File: src/design/hpr_pkg.sv
// hpr_pkg: shared types and constants of the hid report pdu reassembler
// no dependencies

package hpr_pkg;

	localparam int PDU_BYTES_DEF  = 48;
	localparam int REPORT_PAYLOAD = 6;
	localparam int BYTE_W         = 8;
	localparam int IDX_W          = 6;
	localparam int CFG_IDX_W      = 2;
	localparam int IN_DATA_W      = 64;
	localparam int OUT_DATA_W     = 24;

	localparam logic [7:0] TAG_RESET   = 8'h03;
	localparam logic [7:0] START_RESET = 8'hFF;
	localparam logic [7:0] SIZE_MASK   = 8'h3F;
	localparam logic [7:0] MAX_SIZE    = 8'd6;

	localparam logic [CFG_IDX_W-1:0] REG_TAG   = 2'd0;
	localparam logic [CFG_IDX_W-1:0] REG_START = 2'd1;

	typedef enum logic [1:0] {
		STAT_PENDING  = 2'd0,
		STAT_COMPLETE = 2'd1,
		STAT_BAD_TAG  = 2'd2,
		STAT_BAD_PDU  = 2'd3
	} status_t;

	typedef struct packed {
		status_t           status;
		logic              ack_seen;
		logic [BYTE_W-1:0] pdu_byte;
		logic [IDX_W-1:0]  byte_index;
		logic              last;
	} res_t;

endpackage

File: src/design/hid_report_pdu_reassembler_top.sv
// hid_report_pdu_reassembler_top: reassembles a pdu from 8-byte hid reports
// depends on hpr_pkg, hpr_ram, hpr_shift, hpr_out
//
// flow: a rejected or pending report goes to the result state, then into the
//   output register; an appending report first writes its payload bytes
//   (one byte written per cycle from the payload shifter), then the check runs
// completed pdu: each byte goes through ST_READ then ST_RDWAIT (registered ram read)
// input: the next request is taken once the final result is registered
// reset: state, fill count and output valid clear, registers take 0x03 / 0xFF;
//   the pdu ram is not cleared (only bytes below the fill count are read)

module hid_report_pdu_reassembler_top #(
	parameter int PDU_BYTES = hpr_pkg::PDU_BYTES_DEF
) (
	input  logic                              clk,
	input  logic                              arst_n,
	// report_tag, size_byte, payload_0 .. payload_5
	input  logic                              s_tvalid,
	output logic                              s_tready,
	input  logic [hpr_pkg::IN_DATA_W-1:0]     s_tdata,
	// status, ack_seen, pdu_byte, byte_index, zero pad
	output logic                              m_tvalid,
	input  logic                              m_tready,
	output logic [hpr_pkg::OUT_DATA_W-1:0]    m_tdata,
	output logic                              m_tlast,
	input  logic                              cfg_valid,
	output logic                              cfg_ready,
	input  logic [hpr_pkg::CFG_IDX_W-1:0]     cfg_index,
	input  logic [7:0]                        cfg_data
);
	import hpr_pkg::*;

	localparam int AW = $clog2(PDU_BYTES);
	localparam int FW = $clog2(PDU_BYTES + 1);

	typedef enum logic [5:0] {
		ST_IDLE   = 6'b000001,
		ST_WRITE  = 6'b000010,
		ST_CHECK  = 6'b000100,
		ST_RESULT = 6'b001000,
		ST_READ   = 6'b010000,
		ST_RDWAIT = 6'b100000
	} state_t;

	state_t        st_q;
	logic [7:0]    tag_q;
	logic [7:0]    start_q;
	logic [FW-1:0] fill_q;
	logic [2:0]    cnt_q;
	logic [AW-1:0] rd_idx_q;
	logic [7:0]    byte0_q;
	logic [7:0]    byte1_q;
	logic          ack_q;
	status_t       stat_q;

	// configuration, always ready
	assign cfg_ready = 1'b1;

	always_ff @(posedge clk or negedge arst_n) begin
		if (!arst_n) begin
			tag_q   <= TAG_RESET;
			start_q <= START_RESET;
		end else if (cfg_valid) begin
			case (cfg_index)
				REG_TAG:   tag_q   <= cfg_data;
				REG_START: start_q <= cfg_data;
				default: ;
			endcase
		end
	end

	// request decode
	logic          s_acc;
	logic          tag_ok;
	logic          ack_in;
	logic [7:0]    size_eff;
	logic [FW-1:0] fill_eff;
	logic          overrun;

	assign s_tready = (st_q == ST_IDLE);
	assign s_acc    = s_tvalid && s_tready;
	assign tag_ok   = (s_tdata[7:0] == tag_q);
	assign ack_in   = tag_ok && s_tdata[15];
	assign size_eff = ack_in ? (s_tdata[15:8] & SIZE_MASK) : s_tdata[15:8];
	assign fill_eff = ack_in ? '0 : fill_q;
	assign overrun  = ((FW+1)'(fill_eff) + (FW+1)'(size_eff[2:0])) > (FW+1)'(PDU_BYTES);

	// payload digit shifter
	logic [7:0] digit;

	hpr_shift u_shift (
		.clk     (clk),
		.load    (s_acc),
		.shift   (st_q == ST_WRITE),
		.payload (s_tdata[IN_DATA_W-1:16]),
		.digit   (digit)
	);

	// pdu store
	logic [7:0] rd_data;

	hpr_ram #(
		.WIDTH (BYTE_W),
		.DEPTH (PDU_BYTES)
	) u_ram (
		.clk   (clk),
		.we    (st_q == ST_WRITE),
		.waddr (fill_q[AW-1:0]),
		.wdata (digit),
		.raddr (rd_idx_q),
		.rdata (rd_data)
	);

	// result selection and output stage
	logic    out_free;
	logic    res_load;
	logic    last_b;
	logic [8:0] need;
	res_t    res;

	assign last_b   = (FW'(rd_idx_q) + FW'(1)) == fill_q;
	assign need     = {1'b0, byte1_q} + 9'd2;
	assign res_load = out_free && (st_q == ST_RESULT || st_q == ST_RDWAIT);

	always_comb begin
		if (st_q == ST_RDWAIT) begin
			res = '{status: STAT_COMPLETE, ack_seen: ack_q, pdu_byte: rd_data,
				byte_index: IDX_W'(rd_idx_q), last: last_b};
		end else begin
			res = '{status: stat_q, ack_seen: ack_q, pdu_byte: '0,
				byte_index: '0, last: 1'b1};
		end
	end

	hpr_out u_out (
		.clk      (clk),
		.arst_n   (arst_n),
		.load     (res_load),
		.res      (res),
		.free     (out_free),
		.m_tvalid (m_tvalid),
		.m_tready (m_tready),
		.m_tdata  (m_tdata),
		.m_tlast  (m_tlast)
	);

	// sequencer
	always_ff @(posedge clk or negedge arst_n) begin
		if (!arst_n) begin
			st_q     <= ST_IDLE;
			fill_q   <= '0;
			cnt_q    <= '0;
			rd_idx_q <= '0;
		end else begin
			case (st_q)
				ST_IDLE: begin
					if (s_acc) begin
						if (!tag_ok) begin
							fill_q <= '0;
							st_q   <= ST_RESULT;
						end else if (size_eff > MAX_SIZE || overrun) begin
							fill_q <= '0;
							st_q   <= ST_RESULT;
						end else if (size_eff == 8'd0) begin
							fill_q <= fill_eff;
							st_q   <= ST_RESULT;
						end else begin
							fill_q <= fill_eff;
							cnt_q  <= size_eff[2:0];
							st_q   <= ST_WRITE;
						end
					end
				end
				ST_WRITE: begin
					// one payload byte into the store per cycle
					fill_q <= fill_q + FW'(1);
					cnt_q  <= cnt_q - 3'd1;
					if (cnt_q == 3'd1) begin
						st_q <= ST_CHECK;
					end
				end
				ST_CHECK: begin
					rd_idx_q <= '0;
					if (byte0_q != start_q) begin
						fill_q <= '0;
						st_q   <= ST_RESULT;
					end else if (fill_q < FW'(2)) begin
						st_q <= ST_RESULT;
					end else if (9'(fill_q) < need) begin
						st_q <= ST_RESULT;
					end else if (9'(fill_q) > need) begin
						fill_q <= '0;
						st_q   <= ST_RESULT;
					end else begin
						st_q <= ST_READ;
					end
				end
				ST_RESULT: begin
					if (out_free) begin
						st_q <= ST_IDLE;
					end
				end
				ST_READ: begin
					// ram read issued, data valid next cycle
					st_q <= ST_RDWAIT;
				end
				ST_RDWAIT: begin
					if (out_free) begin
						if (last_b) begin
							fill_q <= '0;
							st_q   <= ST_IDLE;
						end else begin
							rd_idx_q <= rd_idx_q + AW'(1);
							st_q     <= ST_READ;
						end
					end
				end
				default: st_q <= ST_IDLE;
			endcase
		end
	end

	// per report status, ack mark and the two header bytes
	always_ff @(posedge clk) begin
		if (s_acc) begin
			ack_q <= ack_in;
			if (!tag_ok) begin
				stat_q <= STAT_BAD_TAG;
			end else if (size_eff > MAX_SIZE || overrun) begin
				stat_q <= STAT_BAD_PDU;
			end else begin
				stat_q <= STAT_PENDING;
			end
		end else if (st_q == ST_CHECK) begin
			if (byte0_q != start_q || (fill_q >= FW'(2) && 9'(fill_q) > need)) begin
				stat_q <= STAT_BAD_PDU;
			end else begin
				stat_q <= STAT_PENDING;
			end
		end
		if (st_q == ST_WRITE && fill_q == FW'(0)) begin
			byte0_q <= digit;
		end
		if (st_q == ST_WRITE && fill_q == FW'(1)) begin
			byte1_q <= digit;
		end
	end

	// checks
	a_fill_bound: assert property (@(posedge clk) disable iff (!arst_n)
		fill_q <= FW'(PDU_BYTES))
		else $error("fill count beyond pdu store");

	a_write_count: assert property (@(posedge clk) disable iff (!arst_n)
		st_q == ST_WRITE |-> cnt_q != 3'd0)
		else $error("write phase with no bytes left");

	a_load_free: assert property (@(posedge clk) disable iff (!arst_n)
		res_load |-> (!m_tvalid || m_tready))
		else $error("result loaded over a waiting result");

	a_clear_done: assert property (@(posedge clk) disable iff (!arst_n)
		(st_q == ST_RDWAIT && res_load && last_b) |=> fill_q == '0)
		else $error("store not cleared after completed pdu");

endmodule

File: src/design/hpr_ram.sv
// hpr_ram: generic single write port, single read port ram with registered read
// no dependencies

module hpr_ram #(
	parameter int WIDTH = 8,
	parameter int DEPTH = 48
) (
	input  logic                     clk,
	input  logic                     we,
	input  logic [$clog2(DEPTH)-1:0] waddr,
	input  logic [WIDTH-1:0]         wdata,
	input  logic [$clog2(DEPTH)-1:0] raddr,
	output logic [WIDTH-1:0]         rdata
);

	logic [WIDTH-1:0] mem_q [DEPTH];

	always_ff @(posedge clk) begin
		if (we) begin
			mem_q[waddr] <= wdata;
		end
		rdata <= mem_q[raddr];
	end

endmodule

File: src/design/hpr_shift.sv
// hpr_shift: payload shift register, hands out one payload byte per cycle while shift is high
// depends on hpr_pkg

module hpr_shift (
	input  logic                                               clk,
	input  logic                                               load,
	input  logic                                               shift,
	input  logic [hpr_pkg::REPORT_PAYLOAD*hpr_pkg::BYTE_W-1:0] payload,
	output logic [hpr_pkg::BYTE_W-1:0]                         digit
);
	import hpr_pkg::*;

	localparam int SH_W = REPORT_PAYLOAD * BYTE_W;

	logic [SH_W-1:0] sh_q;

	always_ff @(posedge clk) begin
		if (load) begin
			sh_q <= payload;
		end else if (shift) begin
			sh_q <= {{BYTE_W{1'b0}}, sh_q[SH_W-1:BYTE_W]};
		end
	end

	assign digit = sh_q[BYTE_W-1:0];

endmodule

File: src/design/hpr_out.sv
// hpr_out: output register stage of the result stream
// depends on hpr_pkg

module hpr_out (
	input  logic                               clk,
	input  logic                               arst_n,
	input  logic                               load,
	input  hpr_pkg::res_t                      res,
	output logic                               free,
	output logic                               m_tvalid,
	input  logic                               m_tready,
	output logic [hpr_pkg::OUT_DATA_W-1:0]     m_tdata,
	output logic                               m_tlast
);
	import hpr_pkg::*;

	logic valid_q;
	res_t res_q;

	assign free = !valid_q || m_tready;

	always_ff @(posedge clk or negedge arst_n) begin
		if (!arst_n) begin
			valid_q <= 1'b0;
		end else if (free) begin
			valid_q <= load;
		end
	end

	always_ff @(posedge clk) begin
		if (load && free) begin
			res_q <= res;
		end
	end

	assign m_tvalid = valid_q;
	assign m_tlast  = res_q.last;
	assign m_tdata  = {7'd0, res_q.byte_index, res_q.pdu_byte, res_q.ack_seen, res_q.status};

endmodule

File: config.mk
export PLATFORM = sky130hd
export DESIGN_NAME = hid_report_pdu_reassembler_top
export DESIGN_NICKNAME = d
export VERILOG_FILES = /design/src/design/hpr_pkg.sv /design/src/design/hid_report_pdu_reassembler_top.sv /design/src/design/hpr_ram.sv /design/src/design/hpr_shift.sv /design/src/design/hpr_out.sv
export SDC_FILE = /design/constraint.sdc
export NUM_CORES = 1
export LEC_CHECK = 0
export CAP_MARGIN = 5
export CORE_ASPECT_RATIO = 1.75
export CORE_UTILIZATION = 60
export DETAILED_ROUTE_END_ITERATION = 16
export DONT_BUFFER_PORTS = 1
export HOLD_SLACK_MARGIN = 0.02
export PLACE_DENSITY = 0.76
export REMOVE_ABC_BUFFERS = 1
export SYNTH_ARGS = -nofsm -noshare
export SYNTH_HDL_FRONTEND = slang
export SYNTH_SLANG_ARGS = --single-unit
File: constraint.sdc
create_clock -name clk -period 4.6 [get_ports clk]
set_input_delay 0.23 -clock clk [delete_from_list [all_inputs] [get_ports clk]]
set_output_delay 0.23 -clock clk [all_outputs]
set_load 0.03 [all_outputs]
==> Word-level counts from Yosys, hierarchy flattened <==
Memory sizes are Yosys's and may differ from the RTL's. A register that Yosys moved wholly into a read port is not among the register bits.
Cells that the tools add are included.
{ "totals": {"regBits": 123, "in_bits": 79, "output_inout_bits": 28, "mem_count": 1, "word_cells": 121, "ram_bits": 384} }
{ "memory_table": {"columns": ["name", "depth", "word_bits", "rd", "rd_ports_with_merged_regs", "wr", "line", "rtl"], "rows": [
  ["u_ram.mem_q", 48, 8, 1, 1, 1, "hpr_ram.sv:16", "logic [WIDTH-1:0] mem_q [DEPTH];"]
]} }
{ "op_classes": {"n_addsub": 5, "order_cmp": 6, "n_mux": 42, "eq_ne": 24, "n_reduce_logical": 26} }
{ "ops": {"columns": ["cell", "count"], "rows": [
  ["$mux 48", 2],
  ["$mux 6", 16],
  ["$pmux 6 s6", 1],
  ["$mux 5", 5],
  ["$pmux 6 s4", 1],
  ["$ne 2x2->1 const B", 7],
  ["$add 6x1->6 const B", 2],
  ["$eq 6x1->1 const B", 2],
  ["$mux 3", 4],
  ["$mux 4", 3],
  ["$pmux 6 s2", 1],
  ["$mux 2", 5],
  ["$add 8x2->9 const B", 1],
  ["$gt 6x9->1", 1],
  ["$lt 6x9->1", 1],
  ["$ne 3x3->1 const B", 3],
  ["$eq 8x8->1", 1],
  ["$gt 8x3->1 const B", 1],
  ["$logic_not 8->1", 1],
  ["$mux 8", 1],
  ["$ne 8x8->1", 1],
  ["$reduce_bool 2->1", 4],
  ["$add 6x3->7", 1],
  ["$gt 7x6->1 const B", 1],
  ["25 further kinds", 37]
]} }

==> Logic depth before layout (Yosys ltp) <==
{ "logic_depth": {"depth_word": 10, "mapped_depth": 15, "ltp_nobuf": 15} }

==> Cells and area by module <==
Synthesis repeated with hierarchy kept, for this count alone.
{ "unflattened": {"cells_unflattened": 1290, "hier_area_um2": 21695.8} }
{ "by_module_without_submodules": {"columns": ["module", "instances", "area_per_inst_um2", "seq_area_each_um2", "cells_each"], "rows": [
  ["hpr_ram", 1, 15349.7, 11691.2, 793],
  ["hid_report_pdu_reassembler_top", 1, 3603.5, 1510.2, 357],
  ["hpr_shift", 1, 2092.0, 1441.4, 110],
  ["hpr_out", 1, 650.6, 565.5, 30]
]} }

==> Worst setup path before layout <==
OpenSTA, ideal clock, no wires.
{ "synth_timing": {"path_type": "register to register", "startpoint": "reg tag_q[1]", "endpoint": "reg cnt_q[1]", "t_arrival_ns": 3.331, "synth_period_minus_slack_ns": 3.451, "path_slack_ns": 1.149, "n_path_buf": 0, "path_stages_with_launch": 16, "t_required_ns": 4.480, "setup_time_ns": 0.120, "cell_sequence": "dfstp_2 -> xnor2_1 -> nand4_1 -> nor2_1 -> nand2_1 -> inv_1 -> nor2_1 -> ha_1 -> fa_1 -> maj3_1 -> a2111o_1 -> a211oi_1 -> o31a_2 -> and2_1 -> nand2_1 -> a31o_2"} }
{ "synth_between": {"elab_chain_len": 8, "word_cells_on_any_way": 13, "cone_classes": "1 x add/sub; 2 x order compare; 4 x eq/ne; 2 x mux; 4 x reduce/logical"} }
{ "synth_lines": {"columns": ["item", "line", "rtl"], "rows": [
  ["from (decl)", "hid_report_pdu_reassembler_top.sv:46", "logic [7:0] tag_q;"],
  ["from (signal assigned)", "hid_report_pdu_reassembler_top.sv:65", "REG_TAG: tag_q <= cfg_data;"],
  ["$eq 8x8->1 *", "hid_report_pdu_reassembler_top.sv:82", "assign tag_ok = (s_tdata[7:0] == tag_q);"],
  ["$logic_and 1x1->1 *", "hid_report_pdu_reassembler_top.sv:83", "assign ack_in = tag_ok && s_tdata[15];"],
  ["named net ack_in", "hid_report_pdu_reassembler_top.sv:75", "logic ack_in;"],
  ["$mux 6", "hid_report_pdu_reassembler_top.sv:85", "assign fill_eff = ack_in ? '0 : fill_q;"],
  ["$add 6x3->7", "hid_report_pdu_reassembler_top.sv:86", "assign overrun = ((FW+1)'(fill_eff) + (FW+1)'(size_eff[2:0])) > (FW+1)'(PDU_BYTES);"],
  ["$gt 7x6->1", "hid_report_pdu_reassembler_top.sv:86", null],
  ["$logic_or 1x1->1", "hid_report_pdu_reassembler_top.sv:161", "end else if (size_eff > MAX_SIZE || overrun) begin"],
  ["$ne 2x2->1 (no line)", null, null],
  ["$reduce_and 5->1 (no line) *", null, null],
  ["to (signal assigned)", "hid_report_pdu_reassembler_top.sv:169", "cnt_q <= size_eff[2:0];"],
  ["to (signal assigned)", "hid_report_pdu_reassembler_top.sv:177", "cnt_q <= cnt_q - 3'd1;"],
  ["to (decl)", "hid_report_pdu_reassembler_top.sv:49", "logic [2:0] cnt_q;"]
]} }
The timed path passes the listed nets; every way through them passes the cells marked *.
A chain may end at the register's enable or synchronous reset.

==> Worst setup path after layout <==
{ "layout_timing": {"startpoint": "reg tag_q[0]", "endpoint": "reg cnt_q[1]"} }
Same word-level chain as after synthesis.

==> flow_metrics.tcl <==
set metrics [dict create \
    synth.distinct_cells 72 \
    core-area_um2 34570 \
    antenna_left 0 \
    first_global_vias 11370 \
    yosys_warnings 0 \
    root_buffer "clkbuf_16" \
    final.setup.tns_ps 0 \
    synthTopCellsByArea "edfxtp_1 67%, mux4_2 13%, dfrtp_1 3.2%" \
    fp.dieH_um 250.3 \
    vias 11021 \
    power_frac_seq_pct 55.5 \
    synth_common_cells "469 x edfxtp_1, 154 x nand2_1, 120 x mux4_2" \
    crit_start "tag_q[0]" \
    required_ps 5060 \
    wl_um 44580 \
    power_frac_clock_pct 34.5 \
    io_buffers 0 \
    min_from "cfg_index[1]" \
    tightest_slew_ps 1180 \
    status "finished clean" \
    ys_seq_area_share_pct 71.97 \
    p_leak_uw 0.007846 \
    hp-class "input port to flop" \
    netlist_area_um2 21130 \
    place_hpwl_um 27440 \
    clockBufferDepth 3 \
    dieArea_um2 36000 \
    cts_resized 0 \
    area_growth_pct 11.66 \
    synth_top_area_share_pct 66.65 \
    io_pins 107 \
    worstPathMaxFanout 5 \
    htreeDepth 2 \
    grt_util_all_layers_pct 26.15 \
    max_freq_mhz 255.4 \
    initial_core_util_pct 61.13 \
    fin_crit_sh_pct 85.10 \
    path_clk_slew_ps 70 \
    power.internal_uw 7931 \
    final_nets 1361 \
    grt_pass1_wl_um 67760 \
    cp-end-kind "flop" \
    drive_above_1_share_pct 19.00 \
    clock-sinks 515 \
    setup_violations 0 \
    p_sw_share_pct 24.59 \
    cp-start-kind "flop" \
    pre_cts_ws_ps 790.8 \
    gp_congestion 0.8312 \
    slew_headroom_pct 21.30 \
    critPathKind "flop to flop" \
    yosysTopAreaCell "edfxtp_1" \
    skew_ps 25.77 \
    critPathMaxStageDelay_ps 540 \
    synth.most_common_cell "edfxtp_1" \
    synth-seq-cells 515 \
    cap_violations 0 \
    synth_edf_count 469 \
    drc_errors 0 \
    async_flop_share_pct 7.379 \
    drt_iter0_markers 1041 \
    worstSkewPairLatency_ps 570 \
    wl_per_cell_um 25.31 \
    powerDensity_nw_per_um2 445.7 \
    min_period_ps 3915 \
    row_count 90 \
    cp_slowest_cell "dfstp_2" \
    hold_viol_final 0 \
    grt-ovfl-total 0 \
    comb_power_share_pct 10.1 \
    rr_startpoint "tag_q[0]" \
    cp.arrival_ps 4370 \
    cts_buffers 44 \
    path_cells "xnor2_1 -> nand4_1 -> nor2_1 -> nand2_1 -> inv_1 -> nor2_1 -> ha_1 -> fa_1 -> maj3_1 -> a2111o_1 -> a211oi_1 -> o31a_2 -> and2_1 -> nand2_1 -> a31o_2" \
    cts_tree "yes" \
    switchingPower_uw 2585 \
    stdcell_count 1761 \
    first_pass_iters 5 \
    worst_slack_ps 685.2 \
    avgSynthCellArea_um2 17.57 \
    drv_slew 0 \
    peakVddDrop_v 0.0005644 \
    dp.cells 1615 \
    syn_inst 1203 \
    via_per_inst 6.258 \
    fill_cells 2128 \
    grt_max_degree 69 \
    synth_ff_type "edfxtp_1" \
    antenna_found_initial 1 \
    rsz0062_at_grt "no" \
    die_w_um 143.9 \
]
==> power groups by stage <==
| stage | sequential, uW | combinational (uW) | clock [uW] |
|---|---|---|---|
| 3_5_place_dp | 5920 | 969 | 0 |
| 5_1_grt | 5850 | 1150 | 3820 |
| 2_1_floorplan | 6020 | 508 | 0 |
| 3_3_place_gp | 5910 | 928 | 0 |
| 4_1_cts | 5820 | 1030 | 3650 |
| 6_report | 5830 | 1060 | 3630 |
==> per-layer routing <==
metal,GRT usage (%),wire [um]
met5,0,0
met4,10.46,1780
met3,3.479,2234
met2,46.68,24430
met1,31.80,16130
==> repair_timing <==
item                      4_1_cts  5_1_grt
buffers inserted                0        0
hold buffers                   64        0
hold endpoints to repair      108        0
==> cells in the final DEF (no fill, tap or decap), drive strengths merged, types with 10 or more instances in the layout <==
| cell type | instances |
|---|---|
| ha | 16 |
| mux2 | 16 |
| nand2 | 154 |
| a21oi | 11 |
| and3 | 20 |
| dfrtp | 27 |
| edfxtp | 469 |
| nand3 | 14 |
| clkbuf | 56 |
| buf | 14 |
| dlygate4sd3 | 63 |
| dfstp | 11 |
| nor2 | 72 |
| xnor2 | 13 |
| mux4 | 120 |
| xor2 | 12 |
| o21ai | 25 |
| clkinv | 20 |
| and2 | 19 |
| mux2i | 10 |
| nor3 | 11 |
| inv | 14 |
==> critical path: cells and delay by family (launching register included) <==
family,cells,cell delay (ps)
fa+ha+maj,3,1060
buf+inv,1,90
flops,1,540
compound gates,4,1230
xor+xnor,1,110
simple gates,6,790
==> flip-flops by register name, indices dropped and copies added (netlist names), 2 cells and up <==
name           count
u_ram.rdata        8
st_q               6
fill_q             6
start_q            8
tag_q              8
cnt_q              3
byte1_q            8
rd_idx_q           6
u_shift.sh_q      48
u_out.m_tdata     17
stat_q             2
byte0_q            8
u_ram.mem_q      384
==> through the flow <==
stage	power, uW	hold slack [ps]	instance area, um^2	utilization, %
after CTS	10500	88.76	23590	68.25
after global routing	10830	103.7	23600	68.26
after global placement	6838	-63.53	21550	62.33
after detailed placement	6892	-64.05	21550	62.33
final	10520	99.35	23600	68.26
after floorplan	6525	-65.59	20840	-
==> path summary, 6_finish.rpt <==
kind                       slack (ps)                to  cells after the start
max                               690          cnt_q[1]                     15
min                               100          tag_q[7]                      2
max reg2reg                       690          cnt_q[1]                     15
min reg2reg                       500  u_out.m_tdata[9]                      1
max in group asynchronous        4190        start_q[6]                      2
min in group asynchronous         130    u_out.m_tvalid                      2
==> cell families (layout without fill, tap and decap cells) <==
family,Yosys count,count (layout),share of synthesized area [%]
fa+ha+maj,18,18,1.089
other cells,2,9,0.03554
buf+inv,79,170,1.699
compound gates,79,79,2.594
mux,146,146,14.12
xor+xnor,25,25,1.036
flops,515,515,71.97
simple gates,339,339,7.461
==> final cells by class <==
class / count / area (um^2) / share of cell area [%]
inverter: 12 / 45.04 / 0.1909
timing repair buffer: 77 / 760.7 / 3.224
sequential: 515 / 15220 / 64.49
antenna: 1 / 2.502 / 0.01061
clock buffer: 56 / 1166 / 4.942
clock inverter: 25 / 227.7 / 0.9651
multi-input combinational: 615 / 5602 / 23.74
tap: 460 / 575.6 / 2.439
(Power assumes the default switching activity.)
